$ cat src/rtl/core/gcb_pkg.sv
`timescale 1ns / 1ps

package gcb_pkg;

	localparam int LEN_W        = 17;
	localparam int MIN_W        = 16;
	localparam int HASH_W       = 64;
	localparam int LENGTH_LIMIT = 65536;
	localparam int TBL_DEPTH    = 256;
	localparam int TBL_AW       = 8;
	localparam int QDEPTH       = 4;
	localparam int QAW          = 2;
	localparam int QCW          = 3;

	localparam logic [1:0] KIND_DATA  = 2'd0;
	localparam logic [1:0] KIND_EOS   = 2'd1;
	localparam logic [1:0] KIND_TABLE = 2'd2;

	localparam logic [1:0] CFG_MIN_SIZE = 2'd0;
	localparam logic [1:0] CFG_MAX_SIZE = 2'd1;
	localparam logic [1:0] CFG_CUT_MASK = 2'd2;

	typedef struct packed {
		logic [1:0]        kind;
		logic [7:0]        byte_value;
		logic [7:0]        table_index;
		logic [HASH_W-1:0] table_value;
	} gcb_in_t;

	typedef struct packed {
		logic [LEN_W-1:0] chunk_length;
		logic             is_final;
	} gcb_out_t;

	typedef struct packed {
		logic              is_eos;
		logic [HASH_W-1:0] gear;
	} gcb_qent_t;

	typedef struct packed {
		logic [MIN_W-1:0]  min_size;
		logic [LEN_W-1:0]  max_size;
		logic [HASH_W-1:0] cut_mask;
	} gcb_cfg_t;

endpackage

$ cat src/rtl/core/gcb_queue.sv
`timescale 1ns / 1ps

module gcb_queue import gcb_pkg::*; (
	input  logic           clk,
	input  logic           arst_n,
	input  logic           push,
	input  gcb_qent_t      push_data,
	input  logic           pop,
	output logic           q_valid,
	output gcb_qent_t      head,
	output logic [QCW-1:0] count
);

	gcb_qent_t      ent_q [QDEPTH];
	logic [QAW-1:0] wr_ptr_q;
	logic [QAW-1:0] rd_ptr_q;
	logic [QCW-1:0] count_q;

	always_ff @(posedge clk or negedge arst_n) begin
		if (!arst_n) begin
			wr_ptr_q <= '0;
			rd_ptr_q <= '0;
			count_q  <= '0;
		end else begin
			if (push) begin
				wr_ptr_q <= wr_ptr_q + 1'b1;
			end
			if (pop) begin
				rd_ptr_q <= rd_ptr_q + 1'b1;
			end
			count_q <= count_q + QCW'(push) - QCW'(pop);
		end
	end

	always_ff @(posedge clk) begin
		if (push) begin
			ent_q[wr_ptr_q] <= push_data;
		end
	end

	assign q_valid = (count_q != '0);
	assign head    = ent_q[rd_ptr_q];
	assign count   = count_q;

endmodule

$ cat config.mk
export PLATFORM = sky130hd
export DESIGN_NAME = gcb_queue
export DESIGN_NICKNAME = d
export VERILOG_FILES = /design/src/rtl/core/gcb_pkg.sv /design/src/rtl/core/gcb_queue.sv
export SDC_FILE = /design/constraint.sdc
export NUM_CORES = 1
export LEC_CHECK = 0
export BUFFER_PORTS_ARGS = -buffer_cell sky130_fd_sc_hd__clkbuf_2
export CORE_ASPECT_RATIO = 0.9
export CORE_MARGIN = 10
export CORE_UTILIZATION = 25
export DETAILED_ROUTE_END_ITERATION = 8
export PLACE_DENSITY_LB_ADDON = 0.05
export SLEW_MARGIN = 20
export SYNTH_ARGS = -nofsm -noshare
export SYNTH_HDL_FRONTEND = slang
export SYNTH_SLANG_ARGS = --single-unit
$ cat constraint.sdc
create_clock -name clk -period 6.1 [get_ports clk]
set_clock_uncertainty 0.05 [all_clocks]
set_input_delay 0.305 -clock clk [delete_from_list [all_inputs] [get_ports clk]]
set_output_delay 0.305 -clock clk [all_outputs]
set_load 0.005 [all_outputs]
* Word level (Yosys, flattened, before mapping)
Memory sizes are Yosys's and may differ from the RTL's.
Index checks and enable logic that the tools add are counted.
W data, S select, Z words.
** Cells by class
- $add $sub $neg :: 4
- Muxes and demuxes :: 2
- Reductions and logical operators :: 1
** Operators by type and width (number)
- $add A2 B1 Y2 const B :: 2
- $add A3 B1 Y3 :: 1
- $reduce_bool A3 Y1 :: 1
- $sub A3 B1 Y3 :: 1
- $mux W1 :: 2
** Word-level totals
- Output and inout port bits :: 69
- Word-level logic and storage cells :: 11
- Memory bits (writable) :: 260
- Memories :: 1
- Register bits :: 7
** Memories
- ent_q :: words 4, width 65, read ports 1, clocked after Yosys merged registers in 0, wr ports 1, line gcb_queue.sv:14 : gcb_qent_t ent_q [QDEPTH];

* Longest topological paths before layout
- Word-level depth :: 2
- Gate-level depth with buffers :: 7
- Mapped depth without buffers :: 7

* Least setup slack after synthesis
Ideal clock, no wire load.
- Path kind :: reg2reg
- Start :: register wr_ptr_q[0]
- End :: memory ent_q[0][0] (netlist bit), enable pin
- Data required time :: 5620 ps
- Slack :: 3472 ps
- Data arrival time :: 2149 ps
- Clock period less this slack :: 2628 ps
- Stages on the path, launching flop included :: 4
- Cell sequence :: dfrtp_1 -> inv_1 -> ha_1 -> and2_1
** RTL lines
- from (decl) :: line gcb_queue.sv:15 : logic [QAW-1:0] wr_ptr_q;
- from (signal assigned) :: line gcb_queue.sv:26 : wr_ptr_q <= wr_ptr_q + 1'b1;
- to (decl) :: line gcb_queue.sv:14
Straight into the memory's write port.

==> impl_metrics.py <==
metrics = {
    "status": {
        "outcome": "finished, final reports clean",
    },
    "placement": {
        "place.gp.congestion": 0.650,
        "place_area_sq_um": 11100,
        "portBuffers": 137,
        "dp_hpwl_microns": 13400,
    },
    "route": {
        "drtIter0Drc": 217,
        "vias_per_cell": 4.03,
        "routed_wl_microns": 22900,
        "drt_first_pass_iters": 4,
        "vias": 4635,
        "wl_per_cell_microns": 19.9,
        "drc": 0,
        "ant_nets": 0,
    },
    "worst_setup_path": {
        "max_stage_delay_ns": 1.00,
        "crit_required_ns": 5.74,
        "worstPathCellList": "buf_4 > mux4_2 > clkbuf_2",
        "startpoint_type": "flip-flop",
        "setup.worst_path.class": "reg2out",
        "crit_path_top_delay_cell": "dfrtp_4",
        "critPathCaptureType": "output port",
        "crit_fanout": 40,
        "arrival_ns": 3.01,
    },
    "cts": {
        "clockBufferDepth": 3,
        "cts_tree": "done",
        "clock-sinks": 267,
        "h-tree-depth": 1,
        "cts_made_buffers": 31,
        "clk_pin_slew_ns": 0.06,
        "cts_root_buf": "clkbuf_16",
        "clk_latency_ns": 0.55,
    },
    "synthesis": {
        "synth_edf_count": 260,
        "yosys-top-cells-area": "edfxtp_1 (80%), mux4_2 (15%), dfrtp_1 (1.8%)",
        "synth_flop_cell": "edfxtp_1",
        "yosysTopAreaCellShare": 0.797,
        "ys_seq_area_frac": 0.815,
        "yosysTopAreaCell": "edfxtp_1",
        "syn_avg_cell_area_sq_um": 26.3,
        "ys_async_sr_fraction": 0.0262,
        "syn_area_sq_um": 9800,
        "syn_nets": 449,
        "synth-seq-cells": 267,
        "ys_warn_count": 0,
        "syn_inst": 373,
        "yosys.cell_types.count": 17,
    },
    "grt": {
        "grt_antenna_before_repair": 1,
        "grt_start_max_net_pins": 49,
        "grt.total_usage": 0.0958,
        "grt_pass1_vias": 5392,
        "grt_pass1_wl_microns": 34800,
        "overflow": 0,
    },
    "timing": {
        "hold_slack_ns": 0.0510,
        "relSlewSlack": 0.414,
        "max_freq_mhz": 297,
        "fin_tns_setup_ns": 0,
        "worstMarginPinSlew_ns": 0.879,
        "rsz0062_at_grt": "no",
        "fin_crit_sh": 0.552,
        "period_needed_ns": 3.37,
        "setup_violations": 0,
        "final_hold_viol_count": 0,
        "finalMaxSlewViolations": 0,
    },
    "layout": {
        "areaGrowthSynthToFinish_pct": 29.4,
        "fin_area_sq_um": 12700,
        "final_common_cell": "edfxtp_1",
        "nets": 677,
        "final_cell_mix": "edfxtp_1 (260), clkbuf_2 (137), dlygate4sd3_1 (67), mux4_2 (65), clkbuf_16 (31)",
        "drive_gt1_frac": 0.406,
    },
    "power": {
        "p_leak_nw": 4.35,
        "powerDensity_nw_per_um2": 458,
        "peakVddDrop_uv": 194,
        "power_mw": 5.80,
    },
    "die": {
        "die_w_microns": 229,
        "io_pins": 138,
        "initial_core_util": 0.254,
        "std_cell_rows": 68,
        "die_h_microns": 208,
        "core_sq_um": 38500,
        "die-area_sq_um": 47500,
    },
    "min_path": {
        "worst_hold_path_type": "in2reg",
    },
    "job": {
        "drv_cap": 0,
    },
}
[metrics by stage]
stage / instances / util / setup slack [ns]
2_1_floorplan: 373 / - / 3.47
3_3_place_gp: 1026 / 0.287 / 3.14
3_5_place_dp: 1026 / 0.287 / 3.10
4_1_cts: 1148 / 0.329 / 2.49
5_1_grt: 1148 / 0.329 / 2.41
6_report: 1149 / 0.329 / 2.73
[repair_timing]
item / in CTS / in global routing
gates resized for setup: 0 / 0
hold buffers: 67 / 0
setup buffers: 0 / 0
endpoints found under the hold margin: 269 / 0
[report_power, final]
group,internal [mW],switching (mW)
clock,1.05,0.680
combinational,0.730,0.752
sequential,2.41,0.189
[worst max-delay path, delay by kind of cell, from the launching register on]
kind                   cells  cell delay (ns)
buffers and inverters      2             0.79
flip-flops                 1             1.00
multiplexers               1             0.63
[worst paths after layout]
check	start	to	slack, ns	cells after the start
min in group asynchronous	arst_n	rd_ptr_q[1]$_DFFE_PN0P_	0.07	2
worst min-delay path	push	wr_ptr_q[0]$_DFFE_PN0P_	0.05	2
worst min register to register	count[2]$_DFF_PN0_	count[2]$_DFF_PN0_	0.48	1
worst max-delay path	rd_ptr_q[0]$_DFFE_PN0P_	head[44]	2.73	3
worst max register to register	wr_ptr_q[1]$_DFFE_PN0P_	ent_q[1][17]$_DFFE_PP_	3.89	4
max in group asynchronous	arst_n	rd_ptr_q[0]$_DFFE_PN0P_	5.73	2
[sequential cells by signal, indices dropped and copies added, names as in the netlist]
name / flops
wr_ptr_q: 2
count: 3
ent_q: 260
rd_ptr_q: 2
[layer usage]
metal | GRT usage | up-vias | routed length (microns)
li1 | - | 2053 | -
met1 | 0.124 | 2441 | 10300
met2 | 0.154 | 109 | 10900
met3 | 0.0284 | 32 | 1180
met4 | 0.0236 | 0 | 477
met5 | 0 | - | 0
[Yosys cell counts (2+ instances only)]
cell type	count
edfxtp_1	260
mux4_2	65
dfrtp_1	7
ha_1	6
inv_1	6
buf_2	5
and2_1	4
buf_12	4
buf_4	3
xor2_1	3
clkbuf_1	2
nand2_1	2
xnor2_1	2
[logic make-up after synthesis]
kind of cell,Yosys count,synth area share
multiplexers,65,0.149
AO/OA/AOI/OAI,1,0.000510
XOR/XNOR,5,0.00447
buffers and inverters,21,0.0172
AND/OR/NAND/NOR,7,0.00396
adder cells (fa/ha/maj),7,0.00970
flip-flops,267,0.815
[area by class of cell]
cell class,count,area (sq um)
antenna,1,2.50
inverter,6,22.5
fill,3669,25900
tap,525,657
clock inverter,10,93.8
clock buffer,45,858
sequential,267,7990
multi-input combinational,85,1660
timing repair buffer,210,1400
Power figures use the tool's default switching activity.
