File: config.mk
export PLATFORM = sky130hd
export DESIGN_NAME = gcb_back
export DESIGN_NICKNAME = d
export VERILOG_FILES = /design/src/rtl/core/gcb_pkg.sv /design/src/rtl/core/gcb_back.sv
export SDC_FILE = /design/constraint.sdc
export NUM_CORES = 1
export LEC_CHECK = 0
export BUFFER_PORTS_ARGS = -buffer_cell sky130_fd_sc_hd__buf_2
export CORE_UTILIZATION = 45
export CTS_BUF_LIST = sky130_fd_sc_hd__clkbuf_2 sky130_fd_sc_hd__clkbuf_4 sky130_fd_sc_hd__clkbuf_8
export CTS_CLUSTER_DIAMETER = 30
export CTS_CLUSTER_SIZE = 28
export DETAILED_ROUTE_END_ITERATION = 16
export GPL_ROUTABILITY_DRIVEN = 0
export HOLD_SLACK_MARGIN = 0.15
export PLACE_DENSITY = 0.73
export SYNTH_ARGS = -nofsm -noshare
export SYNTH_HDL_FRONTEND = slang
export SYNTH_SLANG_ARGS = --single-unit
File: constraint.sdc
create_clock -name clk -period 10.2 [get_ports clk]
set_clock_uncertainty 0.15 [all_clocks]
set_input_delay 0.51 -clock clk [delete_from_list [all_inputs] [get_ports clk]]
set_output_delay 0.51 -clock clk [all_outputs]
set_load 0.02 [all_outputs]
File: src/rtl/core/gcb_pkg.sv
`timescale 1ns / 1ps

package gcb_pkg;

	localparam int LEN_W        = 17;
	localparam int MIN_W        = 16;
	localparam int HASH_W       = 64;
	localparam int LENGTH_LIMIT = 65536;
	localparam int TBL_DEPTH    = 256;
	localparam int TBL_AW       = 8;
	localparam int QDEPTH       = 4;
	localparam int QAW          = 2;
	localparam int QCW          = 3;

	localparam logic [1:0] KIND_DATA  = 2'd0;
	localparam logic [1:0] KIND_EOS   = 2'd1;
	localparam logic [1:0] KIND_TABLE = 2'd2;

	localparam logic [1:0] CFG_MIN_SIZE = 2'd0;
	localparam logic [1:0] CFG_MAX_SIZE = 2'd1;
	localparam logic [1:0] CFG_CUT_MASK = 2'd2;

	typedef struct packed {
		logic [1:0]        kind;
		logic [7:0]        byte_value;
		logic [7:0]        table_index;
		logic [HASH_W-1:0] table_value;
	} gcb_in_t;

	typedef struct packed {
		logic [LEN_W-1:0] chunk_length;
		logic             is_final;
	} gcb_out_t;

	typedef struct packed {
		logic              is_eos;
		logic [HASH_W-1:0] gear;
	} gcb_qent_t;

	typedef struct packed {
		logic [MIN_W-1:0]  min_size;
		logic [LEN_W-1:0]  max_size;
		logic [HASH_W-1:0] cut_mask;
	} gcb_cfg_t;

endpackage

File: src/rtl/core/gcb_back.sv
`timescale 1ns / 1ps

module gcb_back import gcb_pkg::*; (
	input  logic      clk,
	input  logic      arst_n,
	input  gcb_cfg_t  cfg,
	input  logic      q_valid,
	input  gcb_qent_t head,
	output logic      pop,
	output logic      out_valid,
	input  logic      out_ready,
	output gcb_out_t  out_item
);

	logic [HASH_W-1:0] hash_q;
	logic [LEN_W-1:0]  pos_q;
	logic              out_valid_q;
	gcb_out_t          out_q;

	logic [LEN_W-1:0]  emax;
	logic              force_cut;
	logic [LEN_W-1:0]  pos_a;
	logic [HASH_W-1:0] hash_a;
	logic              hashing;
	logic [HASH_W-1:0] hash_sum;
	logic              hash_cut;
	logic              res_valid;
	logic              res_final;
	logic [HASH_W-1:0] hash_next;
	logic [LEN_W-1:0]  pos_next;

	always_comb begin
		if (cfg.max_size == '0) begin
			emax = LEN_W'(1);
		end else if (32'(cfg.max_size) > 32'(LENGTH_LIMIT)) begin
			emax = LEN_W'(LENGTH_LIMIT);
		end else begin
			emax = cfg.max_size;
		end
	end

	// forced cut first; it leaves the byte at position 0, so no hash cut follows
	assign force_cut = (pos_q >= emax);
	assign pos_a     = force_cut ? '0 : pos_q;
	assign hash_a    = force_cut ? '0 : hash_q;
	assign hashing   = (pos_a >= LEN_W'(cfg.min_size));
	assign hash_sum  = {hash_a[HASH_W-2:0], 1'b0} + head.gear;
	assign hash_cut  = hashing && ((hash_sum & cfg.cut_mask) == '0) && (pos_a != '0);

	always_comb begin
		if (head.is_eos) begin
			res_valid = (pos_q != '0);
			res_final = 1'b1;
			hash_next = '0;
			pos_next  = '0;
		end else begin
			res_valid = force_cut || hash_cut;
			res_final = 1'b0;
			if (hash_cut) begin
				hash_next = (cfg.min_size == '0) ? head.gear : '0;
				pos_next  = LEN_W'(1);
			end else begin
				hash_next = hashing ? hash_sum : hash_a;
				pos_next  = pos_a + 1'b1;
			end
		end
	end

	assign pop = q_valid && (!out_valid_q || out_ready);

	always_ff @(posedge clk or negedge arst_n) begin
		if (!arst_n) begin
			hash_q      <= '0;
			pos_q       <= '0;
			out_valid_q <= 1'b0;
		end else begin
			if (pop) begin
				hash_q <= hash_next;
				pos_q  <= pos_next;
			end
			if (pop && res_valid) begin
				out_valid_q <= 1'b1;
			end else if (out_ready) begin
				out_valid_q <= 1'b0;
			end
		end
	end

	always_ff @(posedge clk) begin
		if (pop && res_valid) begin
			out_q.chunk_length <= pos_q;
			out_q.is_final     <= res_final;
		end
	end

	assign out_valid = out_valid_q;
	assign out_item  = out_q;

endmodule

After elaboration in Yosys (flattened, before gate mapping)
Cells that the tools add are included.
{"block": "word_totals", "rom_bits": 0, "out_inout_bits": 20, "memories": 0, "mem_bits_rw": 0, "latch_bits": 0, "ff_bits": 99}
{"block": "classes", "n_eq_ne": 0, "n_div": 0, "n_shift": 0, "magnitude_cmp": 3, "mul": 0, "reduce_logical": 13, "n_addsub": 2, "n_bitwise": 1, "muxes": 14}
{"cell": "two-way mux 63 bit", "count": 5}
{"cell": "two-way mux 17 bit", "count": 5}
{"cell": "adder 64 bit", "count": 1}
{"cell": "bitwise AND 64 bit", "count": 1}
{"cell": "zero test 64 bit", "count": 1}
{"cell": "nonzero test 17 bit", "count": 2}
{"cell": "adder 17 x 1 -> 17 bit, second input constant", "count": 1}
{"cell": "greater-or-equal comparator 17 x 16 -> 1 bit", "count": 1}
{"cell": "greater-or-equal comparator 17 bit", "count": 1}
{"cell": "greater-than comparator 17 bit, second input constant", "count": 1}
{"cell": "zero test 17 bit", "count": 1}
{"cell": "zero test 16 bit", "count": 1}
{"cell": "logical AND 1 bit", "count": 4}
{"cell": "two-way mux 1 bit", "count": 4}
{"cell": "logical OR 1 bit", "count": 2}
{"cell": "nonzero test 2 bit", "count": 1}
{"cell": "zero test 1 bit", "count": 1}

Depth between registers and ports, before layout
{"block": "depth", "depth_word": 14, "depth_mapped": 29, "ltp_nobuf": 25}

Worst setup path before layout
No wires, ideal clock.
{"block": "synth_timing", "path_type": "input-to-reg", "start": "in cfg[69] in the netlist's numbering", "end": "reg out_q, in the netlist out_item[0] (enable)", "setup_slack_ps": 2582, "n_path_buf": 3, "required_ps": 9657, "setup_time_ps": 393, "arrival_ps": 7075, "path_stages": 27, "path_cell_list": "nor4_1 > nand4_1 > nand2_1 > nand2_1 > ha_1 > nand4_1 > or3_4 > nor3_4 > a21oi_1 > clkbuf_1 > clkbuf_1 > and2_1 > ha_1 > clkbuf_1 > a21oi_1 > o21ai_0 > a31oi_1 > o21ai_0 > a41oi_1 > or4_1 > a21o_1 > a21boi_1 > a41oi_1 > a32o_1 > nor4b_4 > nor3_1 > nor2_1"}
{"block": "synth_via", "elab_chain_cells": 13, "word_cells_on_any_way": 17}
{"element": "from (decl)", "line": "gcb_back.sv:6", "text": "input gcb_cfg_t cfg,"}
{"element": "greater-than comparator 17 bit", "line": "gcb_back.sv:35", "text": "end else if (32'(cfg.max_size) > 32'(LENGTH_LIMIT)) begin"}
{"element": "two-way mux 17 bit", "line": "gcb_back.sv:35"}
{"element": "two-way mux 17 bit *", "line": "gcb_back.sv:33", "text": "if (cfg.max_size == '0) begin"}
{"element": "greater-or-equal comparator 17 bit *", "line": "gcb_back.sv:43", "text": "assign force_cut = (pos_q >= emax);"}
{"element": "two-way mux 63 bit", "line": "gcb_back.sv:45", "text": "assign hash_a = force_cut ? '0 : hash_q;"}
{"element": "adder 64 bit", "line": "gcb_back.sv:47", "text": "assign hash_sum = {hash_a[HASH_W-2:0], 1'b0} + head.gear;"}
{"element": "bitwise AND 64 bit", "line": "gcb_back.sv:48", "text": "assign hash_cut = hashing && ((hash_sum & cfg.cut_mask) == '0) && (pos_a != '0);"}
{"element": "zero test 64 bit", "line": "gcb_back.sv:48"}
{"element": "logical AND 1 bit (2 in a row)", "line": "gcb_back.sv:48"}
{"element": "logical OR 1 bit *", "line": "gcb_back.sv:57", "text": "res_valid = force_cut || hash_cut;"}
{"element": "two-way mux 1 bit *", "line": "gcb_back.sv:51", "text": "if (head.is_eos) begin"}
{"element": "logical AND 1 bit *", "line": "gcb_back.sv:90", "text": "if (pop && res_valid) begin"}
{"element": "to (decl)", "line": "gcb_back.sv:18", "text": "gcb_out_t out_q;"}
Mark *: on every way between the ends. The rest lies on a longest branch, timed or not.
A chain may end at the register's enable or synchronous reset.

Final worst setup path
{"block": "layout_timing", "start": "in cfg[77] in the netlist's numbering", "end": "reg hash_q[55]"}
{"block": "layout_via", "elab_chain_cells": 12, "word_cells_on_any_way": 17}
{"element": "greater-than comparator 17 bit", "line": "gcb_back.sv:35"}
{"element": "two-way mux 17 bit", "line": "gcb_back.sv:35"}
{"element": "two-way mux 17 bit *", "line": "gcb_back.sv:33"}
{"element": "greater-or-equal comparator 17 bit *", "line": "gcb_back.sv:43"}
{"element": "two-way mux 63 bit", "line": "gcb_back.sv:45"}
{"element": "adder 64 bit", "line": "gcb_back.sv:47"}
{"element": "bitwise AND 64 bit", "line": "gcb_back.sv:48"}
{"element": "zero test 64 bit", "line": "gcb_back.sv:48"}
{"element": "logical AND 1 bit (2 in a row)", "line": "gcb_back.sv:48"}
{"element": "two-way mux 63 bit *", "line": "gcb_back.sv:59", "text": "if (hash_cut) begin"}
{"element": "two-way mux 63 bit *", "line": "gcb_back.sv:51"}
{"element": "to (signal assigned)", "line": "gcb_back.sv:78", "text": "hash_q <= hash_next;"}
{"element": "to (decl)", "line": "gcb_back.sv:15", "text": "logic [HASH_W-1:0] hash_q;"}
Marks and branches as above.

==> impl_metrics.tcl <==
set metrics [dict create \
    nets 2120 \
    tightest_slew_ns 1.233 \
    slew_headroom 0.1707 \
    tns_ns 0 \
    start_kind "input pin" \
    portBuffers 185 \
    ios 186 \
    cp.arrival_ns 9.36 \
    root_buffer "clkbuf_8" \
    grt_overflow_total 0 \
    drcViolationCount 0 \
    cts_tree "yes" \
    ir_drop_v 0.00008256 \
    maxCapViolations 0 \
    avgRoutedWirePerCell_um 20.61 \
    drt_first_pass_iters 7 \
    dpl-instance-area_mm2 0.01381 \
    numClockSinks 99 \
    core-area_mm2 0.02778 \
    layout-drive-gt1-share 0.1402 \
    cts_made_buffers 9 \
    viasPerCell 6.400 \
    hpwl_um 35160 \
    path_class "input pin to register" \
    fin_area_mm2 0.01404 \
    synth.net_count 2009 \
    min_period_over_period 0.9020 \
    crit_path_top_delay_cell "a211oi_1" \
    hold_viol_final 0 \
    critical-path-max-stage-delay_ns 0.65 \
    final_cell_mix "nand2_1, buf_2, nor2_1" \
    clockBufferDepth 2 \
    final_cells 2232 \
    rows 61 \
    routed_wl_um 46010 \
    ys_warn_count 0 \
    power.total_uw 1110 \
    ant_nets 0 \
    status "complete, no violations" \
    drt-initial-drc-count 1520 \
    layout.cells.most_common "nand2_1" \
    synth_edf_count 18 \
    clk_pin_slew_ns 0.12 \
    final.min_clock_period_ns 9.201 \
    numPlacedInstances 2215 \
    antenna_cells 0 \
    die_w_um 170.1 \
    seq_area_frac_synth 0.2020 \
    start_util 0.4576 \
    die_area_mm2 0.02893 \
    worst_hold_path_type "input pin to register" \
    ctsHoldBuffers 1 \
    grt_pass1_wl_um 72280 \
    vias 14284 \
    synth_cell_types 89 \
    cp_max_fo 69 \
    cts_setup_buffers 0 \
    finalSetupViolations 0 \
    cp-end-kind "register" \
    required_ns 10.36 \
    area_growth_pct 10.43 \
    grt_pass1_vias 13494 \
    cp_common_cell "nand4_1" \
    ys_ff_latch 99 \
    powerDensity_mw_per_mm2 79.06 \
    post_cts_resized 0 \
    syn_area_per_cell_um2 7.314 \
    track_usage 0.3166 \
    ys.flop_type "dfrtp_1" \
    p_leak_uw 0.006150 \
    drv_slew 0 \
    die_y_um 170.1 \
    antenna_found_initial 1 \
    async_reset_ff_frac 0.8182 \
    synth_area_mm2 0.01271 \
    h-tree-depth 3 \
    fmax_ghz 0.1087 \
    postSynthCellCount 1738 \
    clkLatencyLatePin_ns 0.41 \
    grt_max_degree 85 \
    rsz0062_at_grt "no" \
]
[per-layer routing]
| metal | global-route usage | routed length (um) | vias to the layer above |
|---|---|---|---|
| li1 | - | - | 6630 |
| met1 | 0.4019 | 18690 | 6602 |
| met5 | 0 | 10 | - |
| met3 | 0.07698 | 4764 | 177 |
| met4 | 0.1888 | 2851 | 2 |
| met2 | 0.4852 | 19690 | 873 |
[per-stage QoR]
stage	hold WS, ns	utilization	setup slack (ns)
2_1_floorplan	0.06441	-	2.582
6_report	0.2159	0.5053	0.9993
3_3_place_gp	0.3020	0.4971	1.305
5_1_grt	0.2212	0.5053	0.2949
3_5_place_dp	0.3136	0.4971	0.9997
4_1_cts	0.2001	0.5053	1.425
[cell type report]
type                    instances  area (um2)
fillers                      2794       13740
well taps                     378       473.0
clock buffers                   9       123.9
multi-input cells            1485        9542
repair buffers                198        1028
clock inverters                 7       93.84
flip-flops and latches         99        2567
inverters                      56       210.2
[synth_stat cells (7+ instances only)]
cell	instances	area share
a2111oi_0	13	0.0090
a211o_1	12	0.0083
a211oi_1	18	0.011
a21o_1	37	0.022
a21oi_1	100	0.039
a221oi_1	8	0.0055
a22o_1	11	0.0076
a31oi_1	13	0.0064
and2_1	86	0.042
and3_1	21	0.010
buf_4	11	0.0065
clkbuf_1	76	0.022
dfrtp_1	81	0.16
edfxtp_1	18	0.043
ha_1	104	0.10
inv_1	55	0.016
mux2_2	8	0.0071
mux2i_1	31	0.024
nand2_1	299	0.088
nand2b_1	18	0.0089
nand3_1	97	0.038
nand4_1	37	0.018
nor2_1	109	0.032
nor2b_1	12	0.0059
nor3_1	34	0.013
nor4_1	19	0.0094
o2111a_1	7	0.0062
o2111ai_1	9	0.0062
o211ai_1	66	0.039
o21a_1	20	0.012
o21ai_0	100	0.039
o22ai_1	7	0.0034
o31ai_1	8	0.0047
or2_2	7	0.0034
or4_1	8	0.0047
xnor2_1	33	0.023
xor2_1	26	0.018
[cell families (layout without fill, tap and decap cells)]
kind of cell / after synthesis / count (layout) / share of synthesized area
compound gates: 501 / 501 / 0.2712
xor+xnor: 61 / 61 / 0.04321
mux: 39 / 39 / 0.03150
flops: 99 / 99 / 0.2020
simple gates: 775 / 775 / 0.2946
fa+ha+maj: 109 / 109 / 0.1073
buf+inv: 154 / 270 / 0.05030
[final timing paths]
check	slack, ns	from	to	cells after the start
max	1.0	cfg[77]	hash_q[55]	26
min	0.22	head[50]	hash_q[50]	3
max reg2reg	1.62	pos_q[16]	hash_q[55]	21
min reg2reg	0.34	hash_q[8]	hash_q[8]	2
max in group asynchronous	8.40	arst_n	hash_q[19]	3
min in group asynchronous	0.42	arst_n	hash_q[53]	2
[state kept, by name (all words and copies together) (netlist names)]
| register | cells |
|---|---|
| pos_q | 17 |
| out_valid | 1 |
| hash_q | 63 |
| out_item | 18 |
[where the power goes]
group / internal [uW] / leakage, uW / switching (uW)
Sequential: 423 / 0.00130 / 24.5
Clock: 121 / 0.000107 / 184
Combinational: 121 / 0.00475 / 236
Total: 665 / 0.00615 / 444
[critical path, delay by kind of cell]
kind	cells	cell delay, ns
compound gates	10	3.65
buf+inv	2	0.73
fa+ha+maj	2	0.77
simple gates	11	3.45
xor+xnor	1	0.23
(Power assumes the default switching activity.)
